===== src/rtl/ubxd_pkg.sv =====
// ----------------------------------------------------------------------------
// ubxd_pkg
// Shared types and constants for the UBX frame deframer.
// ----------------------------------------------------------------------------
package ubxd_pkg;

    localparam logic [7:0]  SYNC_FIRST      = 8'hB5;
    localparam logic [7:0]  SYNC_SECOND     = 8'h62;
    localparam logic [15:0] MAX_PAYLOAD_RST = 16'd100;

    typedef enum logic [2:0] {
        PH_SYNC1   = 3'd0,
        PH_SYNC2   = 3'd1,
        PH_HEADER  = 3'd2,
        PH_PAYLOAD = 3'd3,
        PH_CKA     = 3'd4,
        PH_CKB     = 3'd5
    } phase_t;

    typedef enum logic [2:0] {
        EV_SKIP    = 3'd0,
        EV_HEADER  = 3'd1,
        EV_PAYLOAD = 3'd2,
        EV_GOOD    = 3'd3,
        EV_BAD     = 3'd4,
        EV_TOOLONG = 3'd5
    } event_t;

    typedef enum logic [1:0] {
        HDR_CLASS  = 2'd0,
        HDR_ID     = 2'd1,
        HDR_LEN_LO = 2'd2,
        HDR_LEN_HI = 2'd3
    } hdr_pos_t;

    // Byte held in the input register
    typedef struct packed {
        logic       valid;
        logic [7:0] data;
    } item_t;

endpackage


===== src/rtl/ubxd_in_reg.sv =====
// ----------------------------------------------------------------------------
// ubxd_in_reg
// Input register: holds one received byte until the parser takes it.
// ----------------------------------------------------------------------------
module ubxd_in_reg
(
    input  logic           clk,
    input  logic           rst_n,
    input  logic           in_valid,
    output logic           in_stall,
    input  logic [7:0]     in_byte,
    input  logic           take,
    output ubxd_pkg::item_t item
);
    import ubxd_pkg::*;

    logic       valid_reg;
    logic       valid_next;
    logic [7:0] data_reg;
    logic       accept;

    assign in_stall   = valid_reg && !take;
    assign accept     = in_valid && !in_stall;
    assign valid_next = accept || (valid_reg && !take);

    always_ff @(posedge clk or negedge rst_n)
    begin
        if (!rst_n)
        begin
            valid_reg <= 1'b0;
        end
        else
        begin
            valid_reg <= valid_next;
        end
    end

    always_ff @(posedge clk)
    begin
        if (accept)
        begin
            data_reg <= in_byte;
        end
    end

    assign item.valid = valid_reg;
    assign item.data  = data_reg;

endmodule


===== src/rtl/ubxd_parser.sv =====
// ----------------------------------------------------------------------------
// ubxd_parser
// Frame state machine, Fletcher-8 sums and the result register.
// ----------------------------------------------------------------------------
module ubxd_parser
(
    input  logic            clk,
    input  logic            rst_n,
    input  ubxd_pkg::item_t item,
    output logic            take,
    input  logic            max_payload_we,
    input  logic [15:0]     max_payload,
    output logic            out_valid,
    input  logic            out_stall,
    output logic [2:0]      event_kind,
    output logic [7:0]      data_byte,
    output logic [15:0]     payload_offset,
    output logic [7:0]      message_class,
    output logic [7:0]      message_id,
    output logic [15:0]     payload_length
);
    import ubxd_pkg::*;

    logic [15:0] max_payload_reg;
    phase_t      phase_reg,        phase_next;
    logic [7:0]  sum_a_reg,        sum_a_next;
    logic [7:0]  sum_b_reg,        sum_b_next;
    logic [15:0] frame_length_reg, frame_length_next;
    logic [15:0] byte_count_reg,   byte_count_next;
    logic [7:0]  held_class_reg,   held_class_next;
    logic [7:0]  held_id_reg,      held_id_next;
    logic [7:0]  first_check_reg,  first_check_next;

    logic        out_valid_reg,    out_valid_next;
    event_t      event_reg,        event_next;
    logic [7:0]  data_reg;
    logic [15:0] offset_reg,       offset_next;
    logic [7:0]  class_reg;
    logic [7:0]  id_reg;
    logic [15:0] length_reg;

    logic        fire;
    logic [7:0]  b;
    logic [7:0]  sum_a_add;
    logic [7:0]  sum_b_add;
    logic [15:0] full_len;
    logic [15:0] count_inc;

    assign take           = !out_valid_reg || !out_stall;
    assign fire           = item.valid && take;
    assign b              = item.data;
    assign sum_a_add      = sum_a_reg + b;
    assign sum_b_add      = sum_b_reg + sum_a_add;
    assign full_len       = frame_length_reg | {b, 8'h00};
    assign count_inc      = byte_count_reg + 16'd1;
    assign out_valid_next = fire || (out_valid_reg && out_stall);

    always_comb
    begin
        phase_next        = phase_reg;
        sum_a_next        = sum_a_reg;
        sum_b_next        = sum_b_reg;
        frame_length_next = frame_length_reg;
        byte_count_next   = byte_count_reg;
        held_class_next   = held_class_reg;
        held_id_next      = held_id_reg;
        first_check_next  = first_check_reg;
        event_next        = EV_SKIP;
        offset_next       = 16'd0;
        case (phase_reg)
            PH_SYNC2:
            begin
                if (b == SYNC_SECOND)
                begin
                    phase_next        = PH_HEADER;
                    sum_a_next        = 8'd0;
                    sum_b_next        = 8'd0;
                    byte_count_next   = 16'd0;
                    held_class_next   = 8'd0;
                    held_id_next      = 8'd0;
                    frame_length_next = 16'd0;
                    event_next        = EV_HEADER;
                end
                else if (b == SYNC_FIRST)
                begin
                    event_next = EV_HEADER;
                end
                else
                begin
                    phase_next = PH_SYNC1;
                end
            end
            PH_HEADER:
            begin
                sum_a_next = sum_a_add;
                sum_b_next = sum_b_add;
                event_next = EV_HEADER;
                if (byte_count_reg == 16'(HDR_CLASS))
                begin
                    held_class_next = b;
                    byte_count_next = 16'(HDR_ID);
                end
                else if (byte_count_reg == 16'(HDR_ID))
                begin
                    held_id_next    = b;
                    byte_count_next = 16'(HDR_LEN_LO);
                end
                else if (byte_count_reg == 16'(HDR_LEN_LO))
                begin
                    frame_length_next = {8'h00, b};
                    byte_count_next   = 16'(HDR_LEN_HI);
                end
                else
                begin
                    frame_length_next = full_len;
                    byte_count_next   = 16'd0;
                    if (full_len > max_payload_reg)
                    begin
                        event_next = EV_TOOLONG;
                        phase_next = PH_SYNC1;
                    end
                    else if (full_len == 16'd0)
                    begin
                        phase_next = PH_CKA;
                    end
                    else
                    begin
                        phase_next = PH_PAYLOAD;
                    end
                end
            end
            PH_PAYLOAD:
            begin
                sum_a_next      = sum_a_add;
                sum_b_next      = sum_b_add;
                event_next      = EV_PAYLOAD;
                offset_next     = byte_count_reg;
                byte_count_next = count_inc;
                if (count_inc >= frame_length_reg)
                begin
                    phase_next = PH_CKA;
                end
            end
            PH_CKA:
            begin
                first_check_next = b;
                event_next       = EV_HEADER;
                phase_next       = PH_CKB;
            end
            PH_CKB:
            begin
                if (first_check_reg == sum_a_reg && b == sum_b_reg)
                begin
                    event_next = EV_GOOD;
                end
                else
                begin
                    event_next = EV_BAD;
                end
                phase_next = PH_SYNC1;
            end
            default:
            begin
                phase_next = PH_SYNC1;
                if (b == SYNC_FIRST)
                begin
                    phase_next = PH_SYNC2;
                    event_next = EV_HEADER;
                end
            end
        endcase
    end

    always_ff @(posedge clk or negedge rst_n)
    begin
        if (!rst_n)
        begin
            max_payload_reg  <= MAX_PAYLOAD_RST;
            phase_reg        <= PH_SYNC1;
            sum_a_reg        <= 8'd0;
            sum_b_reg        <= 8'd0;
            frame_length_reg <= 16'd0;
            byte_count_reg   <= 16'd0;
            held_class_reg   <= 8'd0;
            held_id_reg      <= 8'd0;
            first_check_reg  <= 8'd0;
            out_valid_reg    <= 1'b0;
        end
        else
        begin
            if (max_payload_we)
            begin
                max_payload_reg <= max_payload;
            end
            if (fire)
            begin
                phase_reg        <= phase_next;
                sum_a_reg        <= sum_a_next;
                sum_b_reg        <= sum_b_next;
                frame_length_reg <= frame_length_next;
                byte_count_reg   <= byte_count_next;
                held_class_reg   <= held_class_next;
                held_id_reg      <= held_id_next;
                first_check_reg  <= first_check_next;
            end
            out_valid_reg <= out_valid_next;
        end
    end

    always_ff @(posedge clk)
    begin
        if (fire)
        begin
            event_reg  <= event_next;
            data_reg   <= b;
            offset_reg <= offset_next;
            class_reg  <= held_class_next;
            id_reg     <= held_id_next;
            length_reg <= frame_length_next;
        end
    end

    assign out_valid      = out_valid_reg;
    assign event_kind     = event_reg;
    assign data_byte      = data_reg;
    assign payload_offset = offset_reg;
    assign message_class  = class_reg;
    assign message_id     = id_reg;
    assign payload_length = length_reg;

endmodule


===== src/rtl/ubx_frame_deframer.sv =====
// ----------------------------------------------------------------------------
// ubx_frame_deframer
// UBX deframer: sync hunt, header decode, payload tagging, Fletcher-8 check.
// ----------------------------------------------------------------------------
//  channel  | signals                                  | transfer when
//  ---------+------------------------------------------+---------------------
//  in       | in_valid, in_stall, in_byte              | in_valid & !in_stall
//  out      | out_valid, out_stall, event_kind ..      | out_valid & !out_stall
//           |   payload_length                         |
//  cfg      | max_payload_we, max_payload              | max_payload_we
//
// One byte per cycle sustained while out_stall is low; each byte passes the
// input register, then parser logic into the result register.
// Reset: hunting for the first sync byte, max_payload = 100.
// out_stall holds the result register; an empty input register still takes
// one more byte, a full one raises in_stall in the same cycle.
// ----------------------------------------------------------------------------
module ubx_frame_deframer
(
    input  logic        clk,
    input  logic        rst_n,
    input  logic        in_valid,
    output logic        in_stall,
    input  logic [7:0]  in_byte,
    input  logic        max_payload_we,
    input  logic [15:0] max_payload,
    output logic        out_valid,
    input  logic        out_stall,
    output logic [2:0]  event_kind,
    output logic [7:0]  data_byte,
    output logic [15:0] payload_offset,
    output logic [7:0]  message_class,
    output logic [7:0]  message_id,
    output logic [15:0] payload_length
);
    import ubxd_pkg::*;

    item_t item;
    logic  take;

    ubxd_in_reg u_in_reg
    (
        .clk      (clk),
        .rst_n    (rst_n),
        .in_valid (in_valid),
        .in_stall (in_stall),
        .in_byte  (in_byte),
        .take     (take),
        .item     (item)
    );

    ubxd_parser u_parser
    (
        .clk            (clk),
        .rst_n          (rst_n),
        .item           (item),
        .take           (take),
        .max_payload_we (max_payload_we),
        .max_payload    (max_payload),
        .out_valid      (out_valid),
        .out_stall      (out_stall),
        .event_kind     (event_kind),
        .data_byte      (data_byte),
        .payload_offset (payload_offset),
        .message_class  (message_class),
        .message_id     (message_id),
        .payload_length (payload_length)
    );

endmodule


===== config.mk =====
export PLATFORM = sky130hd
export DESIGN_NAME = ubx_frame_deframer
export DESIGN_NICKNAME = d
export VERILOG_FILES = /design/src/rtl/ubxd_pkg.sv /design/src/rtl/ubxd_in_reg.sv /design/src/rtl/ubxd_parser.sv /design/src/rtl/ubx_frame_deframer.sv
export SDC_FILE = /design/constraint.sdc
export NUM_CORES = 1
export LEC_CHECK = 0
export ABC_AREA = 1
export BUFFER_PORTS_ARGS = -buffer_cell sky130_fd_sc_hd__buf_2
export CORE_MARGIN = 8
export CORE_UTILIZATION = 55
export DETAILED_ROUTE_END_ITERATION = 6
export PLACE_DENSITY = 0.75
export RECOVER_POWER = 50
export SLEW_MARGIN = 40
export SYNTH_ARGS = -nofsm -noshare
export SYNTH_HDL_FRONTEND = slang
export SYNTH_HIERARCHICAL = 1
export SYNTH_SLANG_ARGS = --single-unit

===== constraint.sdc =====
create_clock -name clk -period 3.65 [get_ports clk]
set_input_delay 1.095 -clock clk [delete_from_list [all_inputs] [get_ports clk]]
set_output_delay 1.095 -clock clk [all_outputs]
set_load 0.02 [all_outputs]

==> flow_metrics.py, run 1 <==
metrics = {
    "worst_setup_path": {
        "slowest_delay_ps": 490,
        "critPathCaptureType": "flop",
        "cpMostUsedCell": "nand2_1",
        "crit_chain": "clkbuf_1 -> inv_1 -> fa_1 -> o21ai_0 -> nand2_1 -> nand2_1 -> a21oi_1 -> xnor2_1 -> ha_1 -> nand2_1 -> nor2_1 -> nand2_1 -> o211ai_1 -> nand3b_1 -> nand3_1 -> nand2_1",
        "crit_fanout": 7,
        "critPathSlowestCell": "fa_1",
        "arrival_ps": 3450,
        "critPathKind": "reg2reg",
        "cp.required_ps": 3980,
        "cp-start-kind": "flop",
    },
    "cts": {
        "cts_resized": 0,
        "clock_latency_ps": 430,
        "clk_pin_slew_ps": 70,
        "cts_made_buffers": 17,
        "cts_buffer_depth": 2,
        "numClockSinks": 160,
        "post_cts_buffers": 0,
        "holdBufCountCts": 0,
        "htree_num_levels": 4,
        "cts_tree": "yes",
        "root_buffer": "clkbuf_16",
    },
    "layout": {
        "syn_to_final_growth_pct": 13.7,
        "final_nets": 1161,
        "layout_common_cells": "244 x nand2_1, 129 x inv_1, 90 x dfrtp_1, 87 x buf_2, 77 x nor2_1",
        "antennaDiodeCount": 0,
        "fin_util": 0.633,
        "fillerInstances": 1290,
        "drive_above_1_share": 0.157,
        "fin_area_mm2": 0.00995,
        "layout_commonest_cell": "nand2_1",
    },
    "floorplanning": {
        "die_y_um": 142,
        "coreArea_mm2": 0.0157,
        "die_area_mm2": 0.0202,
        "start_util": 0.557,
        "dieWidth_um": 142,
        "ioPinCount": 90,
        "rows": 46,
    },
    "power": {
        "powerDensity_mw_per_mm2": 439,
        "p_leak_nw": 4.95,
        "ir_drop_v": 0.000285,
    },
    "yosys": {
        "synth_cell_types": 45,
        "ys.flop_type": "dfrtp_1",
        "ys_warn_count": 6,
        "synth.ff_latch_count": 160,
        "syn_area_per_cell_um2": 8.90,
        "syn_nets": 1065,
        "synth_edf_count": 67,
        "seq_area_frac_synth": 0.496,
        "async_reset_ff_frac": 0.581,
        "synthesis.area_mm2": 0.00875,
        "syn-instance-count": 983,
    },
    "sta": {
        "final-setup-viol-count": 0,
        "hold_viol": 0,
        "timing.hold.ws_ps": 484,
        "timing_worst_slew_pin_value_ps": 2260,
        "fmax_mhz": 321,
        "rsz0062_at_grt": "no",
        "setup_tns_ps": 0,
        "slew_violations": 116,
        "min_period_ps": 3120,
        "post-route-period-util": 0.854,
        "worst_slew_margin_rel": -0.506,
        "skew_ps": 9.24,
    },
    "placement": {
        "gp_congestion": 0.901,
        "postPlaceCellArea_mm2": 0.00945,
        "port_buffers": 89,
        "dp_hpwl_um": 15900,
    },
    "route": {
        "via_per_inst": 5.46,
        "drt-met1-wl_um": 9100,
        "vias": 7143,
        "wl_um": 21800,
        "dr.pass1.iters": 6,
        "routed.top_layer": "met4",
        "drc": 0,
        "post_drt_wl_per_cell_um": 16.6,
        "route.met2.wl_um": 10400,
        "initialDrtViolationCount": 792,
        "met3_length_um": 1740,
        "drt.antenna.violating_nets": 0,
    },
    "global_route": {
        "grt_pass1_vias": 6766,
        "antenna_found_initial": 0,
        "grt_pass1_wl_um": 34900,
        "grt_max_degree": 80,
        "grt_use_total": 0.221,
        "overflow": 0,
    },
    "run_status": {
        "status": "complete, but fails checks",
        "violations": "max-capacitance violations, max-slew violations",
    },
    "worst_hold_path": {
        "hp-class": "reg2reg",
    },
    "job": {
        "cap_violations": 2,
    },
}
## routing by layer
metal  GRT usage  vias up
li1            -     3439
met1       0.281     3363
met2       0.357      294
met3      0.0527       47
met4      0.0927        0
met5           0        -
## logic make-up after synthesis
kind of cell / synth area share
compound gates: 0.111
xor+xnor: 0.0300
fa+ha+maj: 0.0775
buf+inv: 0.0754
flops: 0.496
mux: 0.00129
simple gates: 0.208
## synthesized netlist by cell type (all sizes together), types with 2 or more instances
cell    count  share of area
ha         51          0.073
nor4        4         0.0029
nor2       86          0.044
a22o        5         0.0050
nand4      12         0.0086
a21oi      35          0.020
buf        14          0.010
nand3      50          0.034
edfxtp     67           0.23
clkbuf      8         0.0034
nand2     250           0.11
xnor2      18          0.018
a31oi       5         0.0036
a21o        4         0.0034
o211ai      4         0.0040
inv       142          0.061
dfrtp      90           0.26
fa          2         0.0046
nor3        9         0.0063
o21ai      74          0.043
xor2       12          0.012
o22ai      32          0.030
dfstp       3         0.0090
## metrics by stage
step / cells / setup WS (ps) / power, mW
after global placement: 1276 / 886 / 2.65
final: 1308 / 532 / 4.37
after global routing: 1308 / 196 / 4.54
after floorplan: 983 / 601 / 2.47
after CTS: 1308 / 676 / 4.40
after detailed placement: 1276 / 752 / 2.67
## layout make-up
cell class,instances,area (um2),area share
Timing Repair Buffer,99,502,0.0504
Clock inverter,15,153,0.0153
Clock buffer,17,425,0.0428
Multi-Input combinational cell,658,3720,0.374
Inverter,143,539,0.0542
Tap cell,216,270,0.0272
Sequential cell,160,4340,0.437
## power by group
part | switching (mW) | total [mW] | internal (mW)
combinational | 0.375 | 0.543 | 0.167
sequential | 0.0466 | 2.08 | 2.04
clock | 0.781 | 1.74 | 0.958
total | 1.20 | 4.37 | 3.16
## worst max-delay path, delay by kind of cell (launching register included)
kind,cells,cell delay [ps]
adder cells (fa/ha/maj),2,790
AND/OR/NAND/NOR,8,660
buffers and inverters,2,590
AO/OA/AOI/OAI,3,450
flip-flops,1,320
XOR/XNOR,1,200
## worst paths after layout
kind	startpoint	endpoint	slack [ps]	cells past startpoint
setup / recovery	u_in_reg/data_reg[1]	u_parser/sum_b_reg[7]	530	16
hold / removal	u_parser/held_id_reg[5]	u_parser/held_id_reg[5]	480	2
setup reg to reg	u_in_reg/data_reg[1]	u_parser/sum_b_reg[7]	530	16
hold reg to reg	u_parser/held_id_reg[5]	u_parser/held_id_reg[5]	480	2
max in group asynchronous	rst_n	u_parser/byte_count_reg[7]	1020	1
min in group asynchronous	rst_n	u_parser/sum_a_reg[6]	1330	1
Note: power is estimated with default switching activity, not from simulation.
==> run 2, diff against run 1 <==
--- a/config.mk
+++ b/config.mk
@@ -8,9 +8,9 @@
 export ABC_AREA = 1
 export BUFFER_PORTS_ARGS = -buffer_cell sky130_fd_sc_hd__buf_2
 export CORE_MARGIN = 8
-export CORE_UTILIZATION = 55
+export CORE_UTILIZATION = 54
 export DETAILED_ROUTE_END_ITERATION = 6
-export PLACE_DENSITY = 0.75
+export PLACE_DENSITY = 0.77
 export RECOVER_POWER = 50
 export SLEW_MARGIN = 40
 export SYNTH_ARGS = -nofsm -noshare
==> constraint.sdc (replaced) <==
create_clock -name clk -period 2.6 [get_ports clk]
set_input_delay 0.78 -clock clk [delete_from_list [all_inputs] [get_ports clk]]
set_output_delay 0.78 -clock clk [all_outputs]
set_load 0.02 [all_outputs]
==> flow_metrics.py, run 2 (synthesis gave the netlist of run 1 again) <==
metrics = {
    "placement": {
        "gp_congestion": 0.957,
        "pre_cts_slack_ps": -36.6,
        "postPlaceCellArea_mm2": 0.00970,
        "placed_cells": 1309,
        "port_buffers": 89,
        "dp_hpwl_um": 16000,
    },
    "power": {
        "p_total_mw": 6.20,
        "seqPwrFrac": 0.471,
        "powerDensity_mw_per_mm2": 583,
        "switching_share": 0.259,
        "p_leak_nw": 5.26,
        "ir_drop_v": 0.000451,
        "pwr-share-comb": 0.135,
        "pwr-share-clk": 0.394,
        "power.internal_mw": 4.59,
        "p_switching_mw": 1.61,
    },
    "global_route": {
        "grt_pass1_vias": 7101,
        "grt_pass1_wl_um": 35100,
        "antenna_found_initial": 0,
        "grt_max_degree": 57,
        "overflow": 0,
        "grt_use_total": 0.219,
    },
    "worst_setup_path": {
        "crit_fanout": 3,
        "arrival_ps": 3090,
        "cp-start-kind": "flop",
        "critPathCaptureType": "flop",
        "critPathKind": "reg2reg",
        "cp.required_ps": 2960,
    },
    "route": {
        "initialDrtViolationCount": 698,
        "drt.antenna.violating_nets": 0,
        "drc": 0,
        "vias": 7422,
        "via_per_inst": 5.49,
        "dr.pass1.iters": 5,
        "wl_um": 22800,
        "post_drt_wl_per_cell_um": 16.9,
    },
    "layout": {
        "fin_area_mm2": 0.0106,
        "layout_commonest_cell": "nand2_1",
        "fillerInstances": 1237,
        "final_nets": 1205,
        "final_cells": 1352,
        "antennaDiodeCount": 0,
        "layout_common_cells": "236 x nand2_1, 123 x inv_1, 89 x dfrtp_1, 87 x buf_2, 69 x nor2_1",
        "syn_to_final_growth_pct": 21.5,
        "drive_above_1_share": 0.240,
    },
    "sta": {
        "fmax_mhz": 366,
        "slew_violations": 0,
        "worst_slew_margin_rel": 0.309,
        "setup_tns_ps": -351,
        "hold_viol": 0,
        "layout_setup_ws_ps": -134,
        "min_period_ps": 2730,
        "post-route-period-util": 1.05,
        "final-setup-viol-count": 3,
        "timing_worst_slew_pin_value_ps": 1040,
        "rsz0062_at_grt": "yes",
        "skew_ps": 11.4,
    },
    "floorplanning": {
        "die_y_um": 143,
        "die_area_mm2": 0.0205,
        "coreArea_mm2": 0.0159,
        "rows": 46,
        "dieWidth_um": 143,
        "start_util": 0.551,
        "ioPinCount": 90,
    },
    "job": {
        "cap_violations": 0,
    },
    "run_status": {
        "violations": "negative setup slack",
        "status": "complete, but fails checks",
    },
    "cts": {
        "cts_tree": "yes",
        "root_buffer": "clkbuf_16",
        "clk_pin_slew_ps": 60,
        "clock_latency_ps": 430,
        "htree_num_levels": 4,
        "cts_buffer_depth": 2,
        "numClockSinks": 160,
        "cts_made_buffers": 17,
        "holdBufCountCts": 0,
    },
    "worst_hold_path": {
        "hp-class": "reg2reg",
    },
}
run 2: repair_timing:
action	4_1_cts	5_1_grt
endpoints found under the setup margin	5	6
pin swaps	0	31
gates cloned	0	0
gates resized for setup	5	61
buffers inserted	0	11
run 2: worst paths after layout:
path                                             from                         end  slack [ps]  cells after the start
setup reg to reg           u_parser/byte_count_reg[1]       u_parser/phase_reg[2]        -130                     17
setup / recovery           u_parser/byte_count_reg[1]       u_parser/phase_reg[2]        -130                     17
max in group asynchronous                       rst_n  u_parser/byte_count_reg[2]         480                      2
hold / removal                u_parser/held_id_reg[4]     u_parser/held_id_reg[4]         480                      2
hold reg to reg               u_parser/held_id_reg[4]     u_parser/held_id_reg[4]         480                      2
min in group asynchronous                       rst_n       u_parser/sum_a_reg[0]         500                      1
run 2: area by class of cell:
class / instances / area, um2 / area share
Sequential cell: 160 / 4340 / 0.409
Tap cell: 216 / 270 / 0.0254
Multi-Input combinational cell: 658 / 4050 / 0.381
Inverter: 143 / 539 / 0.0507
Timing Repair Buffer: 143 / 848 / 0.0798
Clock inverter: 11 / 134 / 0.0126
Clock buffer: 21 / 450 / 0.0424
run 2: metal layers:
layer / vias to the layer above / track usage / wire length (um)
met5: - / 0 / 0
met3: 61 / 0.0488 / 1870
met2: 354 / 0.362 / 11100
met4: 0 / 0.0786 / 720
li1: 3516 / - / -
met1: 3491 / 0.278 / 9140
run 2: power by group through the flow:
stage / logic (mW) / clock network (mW) / registers, mW
after floorplan: 0.393 / 0 / 3.08
after global placement: 0.777 / 0 / 2.96
after detailed placement: 0.799 / 0 / 2.97
after CTS: 0.806 / 2.48 / 2.92
after global routing: 0.924 / 2.57 / 2.94
final: 0.838 / 2.44 / 2.92
run 2: per-stage QoR:
step	util	hold WS, ps
after floorplan	-	421
after global placement	0.611	464
after detailed placement	0.611	465
after CTS	0.649	344
after global routing	0.669	507
final	0.669	481
run 2: critical path, cell delays in order, from the launching register on:
cell	delay, ps
dfrtp_1	370
ha_2	210
nand3_2	110
nor2_4	160
nand4_1	210
nor2_1	170
nand2_1	70
xor2_1	210
inv_1	110
ha_4	290
nand3_4	70
nor2_4	100
nand3_1	100
nand3_1	100
nor2_2	50
nor2_2	170
nand3_1	90
nand2_1	70
